===== config.mk =====
export PLATFORM = sky130hd
export DESIGN_NAME = ray_segment_pixel_classifier
export DESIGN_NICKNAME = d
export VERILOG_FILES = /design/src/design/rspc_pkg.sv /design/src/design/ray_segment_pixel_classifier.sv /design/src/design/rspc_ram.sv /design/src/design/rspc_ctrl.sv /design/src/design/rspc_datapath.sv
export VERILOG_INCLUDE_DIRS = /design/src /design/src/design
export SDC_FILE = /design/constraint.sdc
export NUM_CORES = 2
export LEC_CHECK = 0
export BUFFER_PORTS_ARGS = -buffer_cell sky130_fd_sc_hd__buf_4
export CAP_MARGIN = 10
export CORE_UTILIZATION = 50
export CTS_CLUSTER_DIAMETER = 200
export DETAILED_ROUTE_END_ITERATION = 10
export PLACE_DENSITY = 0.79
export SYNTH_ARGS = -nofsm -noshare
export SYNTH_HDL_FRONTEND = slang
export SYNTH_SLANG_ARGS = --single-unit

===== constraint.sdc =====
create_clock -name clk -period 6.4 [get_ports clk]
set_clock_uncertainty 0.05 [all_clocks]
set_input_delay 0.32 -clock clk [delete_from_list [all_inputs] [get_ports clk]]
set_output_delay 0.32 -clock clk [all_outputs]
set_load 0.02 [all_outputs]

===== src/design/ray_segment_pixel_classifier_assert.svh =====
`ifndef RAY_SEGMENT_PIXEL_CLASSIFIER_ASSERT_SVH
`define RAY_SEGMENT_PIXEL_CLASSIFIER_ASSERT_SVH

// same-cycle implication, sampled on clk, off during reset
`define RSPC_ASSERT_IMP(lbl, a, c) \
  lbl: assert property (@(posedge clk) disable iff (!rst_n) (a) |-> (c)) \
    else $error("rspc assertion failed");

// next-cycle implication, sampled on clk, off during reset
`define RSPC_ASSERT_NXT(lbl, a, c) \
  lbl: assert property (@(posedge clk) disable iff (!rst_n) (a) |=> (c)) \
    else $error("rspc assertion failed");

`endif


===== src/design/rspc_pkg.sv =====
package rspc_pkg;

  localparam int MAX_SEGMENTS = 64;
  localparam int SEG_IDX_W    = $clog2(MAX_SEGMENTS);
  localparam int SEG_CNT_W    = $clog2(MAX_SEGMENTS + 1);
  localparam int CELL_W       = 16;
  localparam int POS_W        = 32;
  localparam int CFG_IDX_W    = 1;
  localparam int CFG_DATA_W   = 32;

  localparam logic [POS_W-1:0] PIXEL_W_RESET = 32'h0001_0000;

  localparam logic [1:0] OP_START  = 2'd0;
  localparam logic [1:0] OP_APPEND = 2'd1;
  localparam logic [1:0] OP_QUERY  = 2'd2;

  localparam logic [1:0] KIND_CELL      = 2'd0;
  localparam logic [1:0] KIND_BOUNDARY  = 2'd1;
  localparam logic [1:0] KIND_UNDEF_BND = 2'd2;
  localparam logic [1:0] KIND_EMPTY     = 2'd3;

  localparam logic [CFG_IDX_W-1:0] REG_UNDEF_ID = 1'd0;
  localparam logic [CFG_IDX_W-1:0] REG_PIXEL_W  = 1'd1;

  typedef struct packed {
    logic [1:0]        operation;
    logic [CELL_W-1:0] cell_id;
    logic [POS_W-1:0]  segment_length;
    logic [POS_W-1:0]  pixel_position;
  } in_item_t;

  typedef struct packed {
    logic [1:0]        result_kind;
    logic [CELL_W-1:0] result_cell;
    logic              beyond_track;
    logic              table_overflowed;
  } out_item_t;

  typedef struct packed {
    logic load;
    logic start_query;
    logic walk;
    logic push;
  } cmd_t;

  typedef struct packed {
    logic few_segs;
    logic walk_done;
  } status_t;

endpackage


===== src/design/ray_segment_pixel_classifier.sv =====
// Segment items (start, append, unused code) are accepted back to back.
// A query over a ray of n stored segments walks the inner boundaries, one RAM read per
// cycle, until an entry decides or the last one is read; for n <= 1 there is no walk.
// The next item is accepted once the result has moved to the output register.
// Reset (rst_n low, synchronous) clears segment count, overflow flag, output valid and
// sets undefined_cell_id = 0, pixel_width = 1.0; segment memories are not cleared.
`include "ray_segment_pixel_classifier_assert.svh"

module ray_segment_pixel_classifier (
  input  logic                             clk,
  input  logic                             rst_n,
  input  logic                             in_valid,
  output logic                             in_ready,
  input  rspc_pkg::in_item_t               in_item,
  output logic                             out_valid,
  input  logic                             out_ready,
  output rspc_pkg::out_item_t              out_item,
  input  logic                             cfg_valid,
  output logic                             cfg_ready,
  input  logic [rspc_pkg::CFG_IDX_W-1:0]   cfg_index,
  input  logic [rspc_pkg::CFG_DATA_W-1:0]  cfg_data
);
  import rspc_pkg::*;

  cmd_t    ctl_cmd;
  status_t dp_status;

  assign cfg_ready = 1'b1;

  rspc_ctrl u_ctrl (
    .clk       (clk),
    .rst_n     (rst_n),
    .in_valid  (in_valid),
    .in_op     (in_item.operation),
    .in_ready  (in_ready),
    .out_ready (out_ready),
    .out_valid (out_valid),
    .status    (dp_status),
    .cmd       (ctl_cmd)
  );

  rspc_datapath u_dp (
    .clk       (clk),
    .rst_n     (rst_n),
    .cmd       (ctl_cmd),
    .status    (dp_status),
    .in_item   (in_item),
    .cfg_we    (cfg_valid),
    .cfg_index (cfg_index),
    .cfg_data  (cfg_data),
    .out_item  (out_item)
  );

  `RSPC_ASSERT_NXT(a_query_busy, in_valid && in_ready && (in_item.operation == OP_QUERY), !in_ready)
  `RSPC_ASSERT_IMP(a_push_free, ctl_cmd.push, !out_valid || out_ready)
  `RSPC_ASSERT_IMP(a_done_in_walk, dp_status.walk_done, ctl_cmd.walk)
  `RSPC_ASSERT_NXT(a_push_shows, ctl_cmd.push, out_valid)

endmodule


===== src/design/rspc_ram.sv =====
module rspc_ram #(
  parameter int WIDTH = 16,
  parameter int DEPTH = 64
) (
  input  logic                     clk,
  input  logic                     we,
  input  logic [$clog2(DEPTH)-1:0] waddr,
  input  logic [WIDTH-1:0]         wdata,
  input  logic [$clog2(DEPTH)-1:0] raddr,
  output logic [WIDTH-1:0]         rdata
);

  logic [WIDTH-1:0] mem [DEPTH];
  logic [WIDTH-1:0] rdata_r;

  always_ff @(posedge clk) begin
    if (we) begin
      mem[waddr] <= wdata;
    end
    rdata_r <= mem[raddr];
  end

  assign rdata = rdata_r;

endmodule


===== src/design/rspc_ctrl.sv =====
module rspc_ctrl (
  input  logic             clk,
  input  logic             rst_n,
  input  logic             in_valid,
  input  logic [1:0]       in_op,
  output logic             in_ready,
  input  logic             out_ready,
  output logic             out_valid,
  input  rspc_pkg::status_t status,
  output rspc_pkg::cmd_t   cmd
);
  import rspc_pkg::*;

  typedef enum logic [2:0] {
    ST_IDLE = 3'b001,
    ST_WALK = 3'b010,
    ST_PUSH = 3'b100
  } state_t;

  state_t state_r, state_nxt;
  logic   out_valid_r, out_valid_nxt;

  always_comb begin
    cmd       = '0;
    in_ready  = 1'b0;
    state_nxt = state_r;
    case (state_r)
      ST_IDLE: begin
        in_ready = 1'b1;
        if (in_valid) begin
          if (in_op == OP_QUERY) begin
            cmd.start_query = 1'b1;
            state_nxt       = status.few_segs ? ST_PUSH : ST_WALK;
          end else begin
            cmd.load = 1'b1;
          end
        end
      end
      ST_WALK: begin
        cmd.walk = 1'b1;
        if (status.walk_done) begin
          state_nxt = ST_PUSH;
        end
      end
      ST_PUSH: begin
        if (!out_valid_r || out_ready) begin
          cmd.push  = 1'b1;
          state_nxt = ST_IDLE;
        end
      end
      default: begin
        state_nxt = ST_IDLE;
      end
    endcase
  end

  assign out_valid_nxt = cmd.push | (out_valid_r & ~out_ready);

  always_ff @(posedge clk) begin
    if (!rst_n) begin
      state_r     <= ST_IDLE;
      out_valid_r <= 1'b0;
    end else begin
      state_r     <= state_nxt;
      out_valid_r <= out_valid_nxt;
    end
  end

  assign out_valid = out_valid_r;

endmodule


===== src/design/rspc_datapath.sv =====
module rspc_datapath (
  input  logic                                clk,
  input  logic                                rst_n,
  input  rspc_pkg::cmd_t                      cmd,
  output rspc_pkg::status_t                   status,
  input  rspc_pkg::in_item_t                  in_item,
  input  logic                                cfg_we,
  input  logic [rspc_pkg::CFG_IDX_W-1:0]      cfg_index,
  input  logic [rspc_pkg::CFG_DATA_W-1:0]     cfg_data,
  output rspc_pkg::out_item_t                 out_item
);
  import rspc_pkg::*;

  logic [CELL_W-1:0]    undef_id_r;
  logic [POS_W-1:0]     pix_w_r;

  logic [SEG_CNT_W-1:0] cnt_r, cnt_nxt, cnt_m1;
  logic                 ovf_r, ovf_nxt;
  logic [CELL_W-1:0]    last_cell_r, last_cell_nxt;
  logic [POS_W-1:0]     last_end_r, last_end_nxt;
  logic [SEG_IDX_W-1:0] last_idx;

  logic                 we;
  logic [SEG_IDX_W-1:0] waddr;
  logic [POS_W-1:0]     wend;
  logic [POS_W:0]       sum_ext;
  logic [POS_W-1:0]     sat_sum;
  logic                 is_start;

  logic [SEG_IDX_W-1:0] rd_addr_r, rd_idx_r;
  logic                 rd_valid_r;
  logic [CELL_W-1:0]    ram_cell, p_cell_r;
  logic [POS_W-1:0]     ram_end, p_end_r, pos_r;

  logic [1:0]           res_kind_r;
  logic [CELL_W-1:0]    res_cell_r;
  logic                 res_beyond_r;
  out_item_t            out_r;

  logic signed [POS_W:0]   diff;
  logic signed [POS_W+1:0] twice_d, w_s;
  logic                    in_band, past, decide;

  // configuration
  always_ff @(posedge clk) begin
    if (!rst_n) begin
      undef_id_r <= '0;
      pix_w_r    <= PIXEL_W_RESET;
    end else if (cfg_we) begin
      case (cfg_index)
        REG_UNDEF_ID: undef_id_r <= cfg_data[CELL_W-1:0];
        REG_PIXEL_W:  pix_w_r    <= cfg_data[POS_W-1:0];
        default: ;
      endcase
    end
  end

  // segment loading
  assign cnt_m1   = cnt_r - SEG_CNT_W'(1);
  assign last_idx = cnt_m1[SEG_IDX_W-1:0];
  assign sum_ext  = {1'b0, last_end_r} + {1'b0, in_item.segment_length};
  assign sat_sum  = sum_ext[POS_W] ? '1 : sum_ext[POS_W-1:0];
  assign is_start = (in_item.operation == OP_START) ||
                    ((in_item.operation == OP_APPEND) && (cnt_r == '0));

  always_comb begin
    we            = 1'b0;
    waddr         = '0;
    wend          = in_item.segment_length;
    cnt_nxt       = cnt_r;
    ovf_nxt       = ovf_r;
    last_cell_nxt = last_cell_r;
    last_end_nxt  = last_end_r;
    if (cmd.load) begin
      if (is_start) begin
        we            = 1'b1;
        cnt_nxt       = SEG_CNT_W'(1);
        ovf_nxt       = 1'b0;
        last_cell_nxt = in_item.cell_id;
        last_end_nxt  = in_item.segment_length;
      end else if ((in_item.operation == OP_APPEND) && !ovf_r) begin
        if (last_cell_r == in_item.cell_id) begin
          we           = 1'b1;
          waddr        = last_idx;
          wend         = sat_sum;
          last_end_nxt = sat_sum;
        end else if (cnt_r < SEG_CNT_W'(MAX_SEGMENTS)) begin
          we            = 1'b1;
          waddr         = cnt_r[SEG_IDX_W-1:0];
          wend          = sat_sum;
          cnt_nxt       = cnt_r + SEG_CNT_W'(1);
          last_cell_nxt = in_item.cell_id;
          last_end_nxt  = sat_sum;
        end else begin
          ovf_nxt = 1'b1;
        end
      end
    end
  end

  always_ff @(posedge clk) begin
    if (!rst_n) begin
      cnt_r <= '0;
      ovf_r <= 1'b0;
    end else begin
      cnt_r <= cnt_nxt;
      ovf_r <= ovf_nxt;
    end
  end

  always_ff @(posedge clk) begin
    last_cell_r <= last_cell_nxt;
    last_end_r  <= last_end_nxt;
  end

  rspc_ram #(.WIDTH(CELL_W), .DEPTH(MAX_SEGMENTS)) u_cells (
    .clk   (clk),
    .we    (we),
    .waddr (waddr),
    .wdata (in_item.cell_id),
    .raddr (rd_addr_r),
    .rdata (ram_cell)
  );

  rspc_ram #(.WIDTH(POS_W), .DEPTH(MAX_SEGMENTS)) u_ends (
    .clk   (clk),
    .we    (we),
    .waddr (waddr),
    .wdata (wend),
    .raddr (rd_addr_r),
    .rdata (ram_end)
  );

  // boundary test on entry rd_idx_r-1, right neighbor from the RAM
  assign diff    = $signed({1'b0, p_end_r}) - $signed({1'b0, pos_r});
  assign twice_d = {diff, 1'b0};
  assign w_s     = $signed({2'b00, pix_w_r});
  assign in_band = (twice_d > -w_s) && (twice_d <= w_s);
  assign past    = twice_d > w_s;
  assign decide  = rd_valid_r && (rd_idx_r != '0) && (in_band || past);

  assign status.few_segs  = cnt_r <= SEG_CNT_W'(1);
  assign status.walk_done = rd_valid_r && (decide || (rd_idx_r == last_idx));

  always_ff @(posedge clk) begin
    if (!rst_n) begin
      rd_valid_r <= 1'b0;
    end else if (cmd.walk) begin
      rd_valid_r <= !status.walk_done;
    end else begin
      rd_valid_r <= 1'b0;
    end
  end

  always_ff @(posedge clk) begin
    if (cmd.start_query) begin
      rd_addr_r <= '0;
      pos_r     <= in_item.pixel_position;
      if (cnt_r == '0) begin
        res_kind_r   <= KIND_EMPTY;
        res_cell_r   <= '0;
        res_beyond_r <= 1'b0;
      end else begin
        res_kind_r   <= KIND_CELL;
        res_cell_r   <= last_cell_r;
        res_beyond_r <= in_item.pixel_position > last_end_r;
      end
    end else if (cmd.walk) begin
      rd_addr_r <= rd_addr_r + SEG_IDX_W'(1);
      rd_idx_r  <= rd_addr_r;
      if (decide) begin
        res_beyond_r <= 1'b0;
        if (in_band) begin
          res_cell_r <= '0;
          res_kind_r <= ((p_cell_r == undef_id_r) || (ram_cell == undef_id_r)) ?
                        KIND_UNDEF_BND : KIND_BOUNDARY;
        end else begin
          res_cell_r <= p_cell_r;
          res_kind_r <= KIND_CELL;
        end
      end
    end
    if (rd_valid_r) begin
      p_cell_r <= ram_cell;
      p_end_r  <= ram_end;
    end
    if (cmd.push) begin
      out_r.result_kind      <= res_kind_r;
      out_r.result_cell      <= res_cell_r;
      out_r.beyond_track     <= res_beyond_r;
      out_r.table_overflowed <= ovf_r;
    end
  end

  assign out_item = out_r;

endmodule


==> flow_metrics.env <==
export IMPL_cts_root_buffer="clkbuf_16"
export IMPL_slew_headroom=0.1183
export IMPL_cts_htree_levels=5
export IMPL_grt_max_degree=123
export IMPL_grt_pass1_wl_um=564900
export IMPL_dr_first_iter_drc_count=12150
export IMPL_first_pass_iters=9
export IMPL_die_area_um2=268800
export IMPL_viasPerCell=6.963
export IMPL_core_area_um2=265100
export IMPL_cp_max_fo=19
export IMPL_utilization=0.5749
export IMPL_setup_tns_ns=0
export IMPL_start_util=0.5031
export IMPL_yosysSeqAreaShare=0.7479
export IMPL_cts_clk_slew_worst_paths_ns=0.06
export IMPL_std_cell_rows=189
export IMPL_power_density_nw_per_um2=294.6
export IMPL_crit_path_end_kind="flip-flop"
export IMPL_totalWireLength_um=408900
export IMPL_power_total_mw=44.90
export IMPL_min_path_type="input pin to flip-flop"
export IMPL_synth_area_leaders="edfxtp_1, mux4_2, dfxtp_1"
export IMPL_cts_resized_gates=0
export IMPL_synth_enable_flop_cells=3245
export IMPL_ys_types=87
export IMPL_vias=72940
export IMPL_die_x_um=518.5
export IMPL_grt_antenna_before_repair=33
export IMPL_finish_net_count=6946
export IMPL_wl_per_cell_um=39.04
export IMPL_grt_pass1_vias=71970
export IMPL_avgSynthCellArea_um2=21.63
export IMPL_cts_path_max_buffers=4
export IMPL_cp_slowest_stage_delay_ns=0.43
export IMPL_synth_common_cells="edfxtp_1, mux4_2, clkbuf_1"
export IMPL_yosysWarningCount=0
export IMPL_grt_ovfl_total=0
export IMPL_status="complete, but fails checks"
export IMPL_rsz0062_at_grt="false"
export IMPL_syn_nets=6436
export IMPL_synth_seq_cells=3360
export IMPL_vdd_drop_max_v=0.0002716
export IMPL_drive_above_1_share=0.2803
export IMPL_drv_slew=0
export IMPL_finalSetupViolCount=0
export IMPL_synth_main_ff_cell="edfxtp_1"
export IMPL_worst_slew_pin_slew_ns=1.323
export IMPL_max_freq_ghz=0.1738
export IMPL_track_usage=0.3020
export IMPL_post_dp_hpwl_um=198100
export IMPL_hold_viol=0
export IMPL_yosysMostFrequentCell="edfxtp_1"
export IMPL_min_period_ns=5.753
export IMPL_drc=216
export IMPL_async_flop_share=0
export IMPL_slowest_stage="fa_1"
export IMPL_die_height_um=518.5
export IMPL_timing_final_crit_share=0.8989
export IMPL_numCtsBuffers=319
export IMPL_io_buffers=141
export IMPL_p_leak_nw=46.88
export IMPL_holdWs_ns=0.03155
export IMPL_syn_inst=6165
export IMPL_syn_area_um2=133400
export IMPL_critical_path_class="flip-flop to flip-flop"
export IMPL_cp_start_kind="flip-flop"
export IMPL_crit_arrival_ns=6.33
export IMPL_cp_required_ns=6.98
export IMPL_place_congestion=0.8908
export IMPL_cts_sinks=3360
export IMPL_failed_checks="DRC"
export IMPL_maxCapViolCount=0
export IMPL_yosys_area_top_type="edfxtp_1"
export IMPL_ant_nets=0
export IMPL_tritoncts="yes"
export IMPL_syn_to_final_growth_pct=14.27
export IMPL_synth_top_area_share=0.7307
export IMPL_io_pins=143
export IMPL_insertion_delay_ns=0.91
cells in the final DEF (no fill, tap or decap), types with 64 or more instances in the layout:
cell              n
a21oi_1         105
buf_12           70
buf_4           275
clkbuf_16       328
clkinv_2         69
dfxtp_1         108
dlygate4sd3_1   138
edfxtp_1       3245
ha_1            148
inv_1           113
mux4_2         1008
nand2_1         203
nor2_1          144
nor2_4           64
xnor2_1         120
final cells by class:
cell class	count	area, um^2
repair buffers	483	4847
well taps	3533	4420
inverters	114	427.9
flip-flops and latches	3360	99770
diodes	18	45.04
clock inverters	176	1465
clock buffers	394	8496
multi-input cells	2397	32920
fillers	17600	112700
logic make-up (layout without fill, tap and decap cells):
kind of cell,Yosys count,in the layout,share of synthesized area
other,1,19,0.00002812
xor gates and xnor gates,158,158,0.01063
adders and majority gates,156,156,0.01471
AOI/OAI and AO/OA,431,431,0.02172
and+or+nand+nor,636,636,0.02239
buffers and inverters,408,1167,0.01181
muxes,1015,1015,0.1708
DFF,3360,3360,0.7479
worst paths after layout:
check	from	slack, ns	endpoint	depth (start not counted)
max	u_dp.p_end_r[0]	0.65	u_dp.res_kind_r[0]	25
min	in_valid	0.03	u_dp.ovf_r	4
max reg2reg	u_dp.p_end_r[0]	0.65	u_dp.res_kind_r[0]	25
min reg2reg	u_dp.u_ends.rdata[23]	0.36	u_dp.p_end_r[23]	0
metrics by stage:
| step | setup slack [ns] | area [um^2] | std cells |
|---|---|---|---|
| final | 0.6471 | 152400 | 10480 |
| after floorplan | 0.001088 | 133400 | 6165 |
| after detailed placement | 0.3542 | 140900 | 9746 |
| after CTS | 0.3583 | 152300 | 10450 |
| after global placement | 0.3600 | 140900 | 9746 |
| after global routing | 0.1111 | 152400 | 10460 |
state kept, by name, summed over array words and instances (netlist names):
| register | flops |
|---|---|
| u_dp.u_cells.rdata | 16 |
| u_ctrl.state_r | 3 |
| u_dp.rd_idx_r | 6 |
| u_dp.rd_addr_r | 6 |
| u_dp.ovf_r | 1 |
| u_dp.u_ends.rdata | 32 |
| u_dp.undef_id_r | 16 |
| u_dp.pix_w_r | 32 |
| u_dp.rd_valid_r | 1 |
| u_dp.cnt_r | 7 |
| u_dp.p_end_r | 32 |
| u_dp.res_cell_r | 16 |
| u_dp.res_beyond_r | 1 |
| u_dp.u_ends.mem | 2048 |
| u_dp.p_cell_r | 16 |
| u_ctrl.out_valid | 1 |
| u_dp.res_kind_r | 2 |
| u_dp.out_item | 20 |
| u_dp.u_cells.mem | 1024 |
| u_dp.pos_r | 32 |
| u_dp.last_cell_r | 16 |
| u_dp.last_end_r | 32 |
power breakdown:
group	total, mW	leakage (nW)	switching [mW]	internal, mW
Clock	18.7	4.90	8.40	10.3
Combinational	1.79	11.8	1.16	0.626
Sequential	24.4	30.1	0.0848	24.3
Total	44.9	46.9	9.65	35.2
layer usage:
| metal | global-route usage | share of wire |
|---|---|---|
| met5 | 0 | 0.00030 |
| met4 | 0.1658 | 0.067 |
| met3 | 0.08505 | 0.14 |
| met2 | 0.4814 | 0.47 |
| met1 | 0.3752 | 0.32 |
worst max-delay path, delay by kind of cell, from the launching register on:
| kind | cells | cell delay [ns] |
|---|---|---|
| flip-flops | 1 | 0.37 |
| adder cells (fa/ha/maj) | 3 | 0.89 |
| XOR/XNOR | 1 | 0.17 |
| AO/OA/AOI/OAI | 15 | 3.30 |
| AND/OR/NAND/NOR | 3 | 0.39 |
| buffers and inverters | 3 | 0.35 |
what timing repair did:
item,CTS,global route
hold buffers,138,0
hold endpoints to repair,621,0
buffers inserted,0,1
endpoints found under the setup margin,0,19
Power figures use the tool's default switching activity.
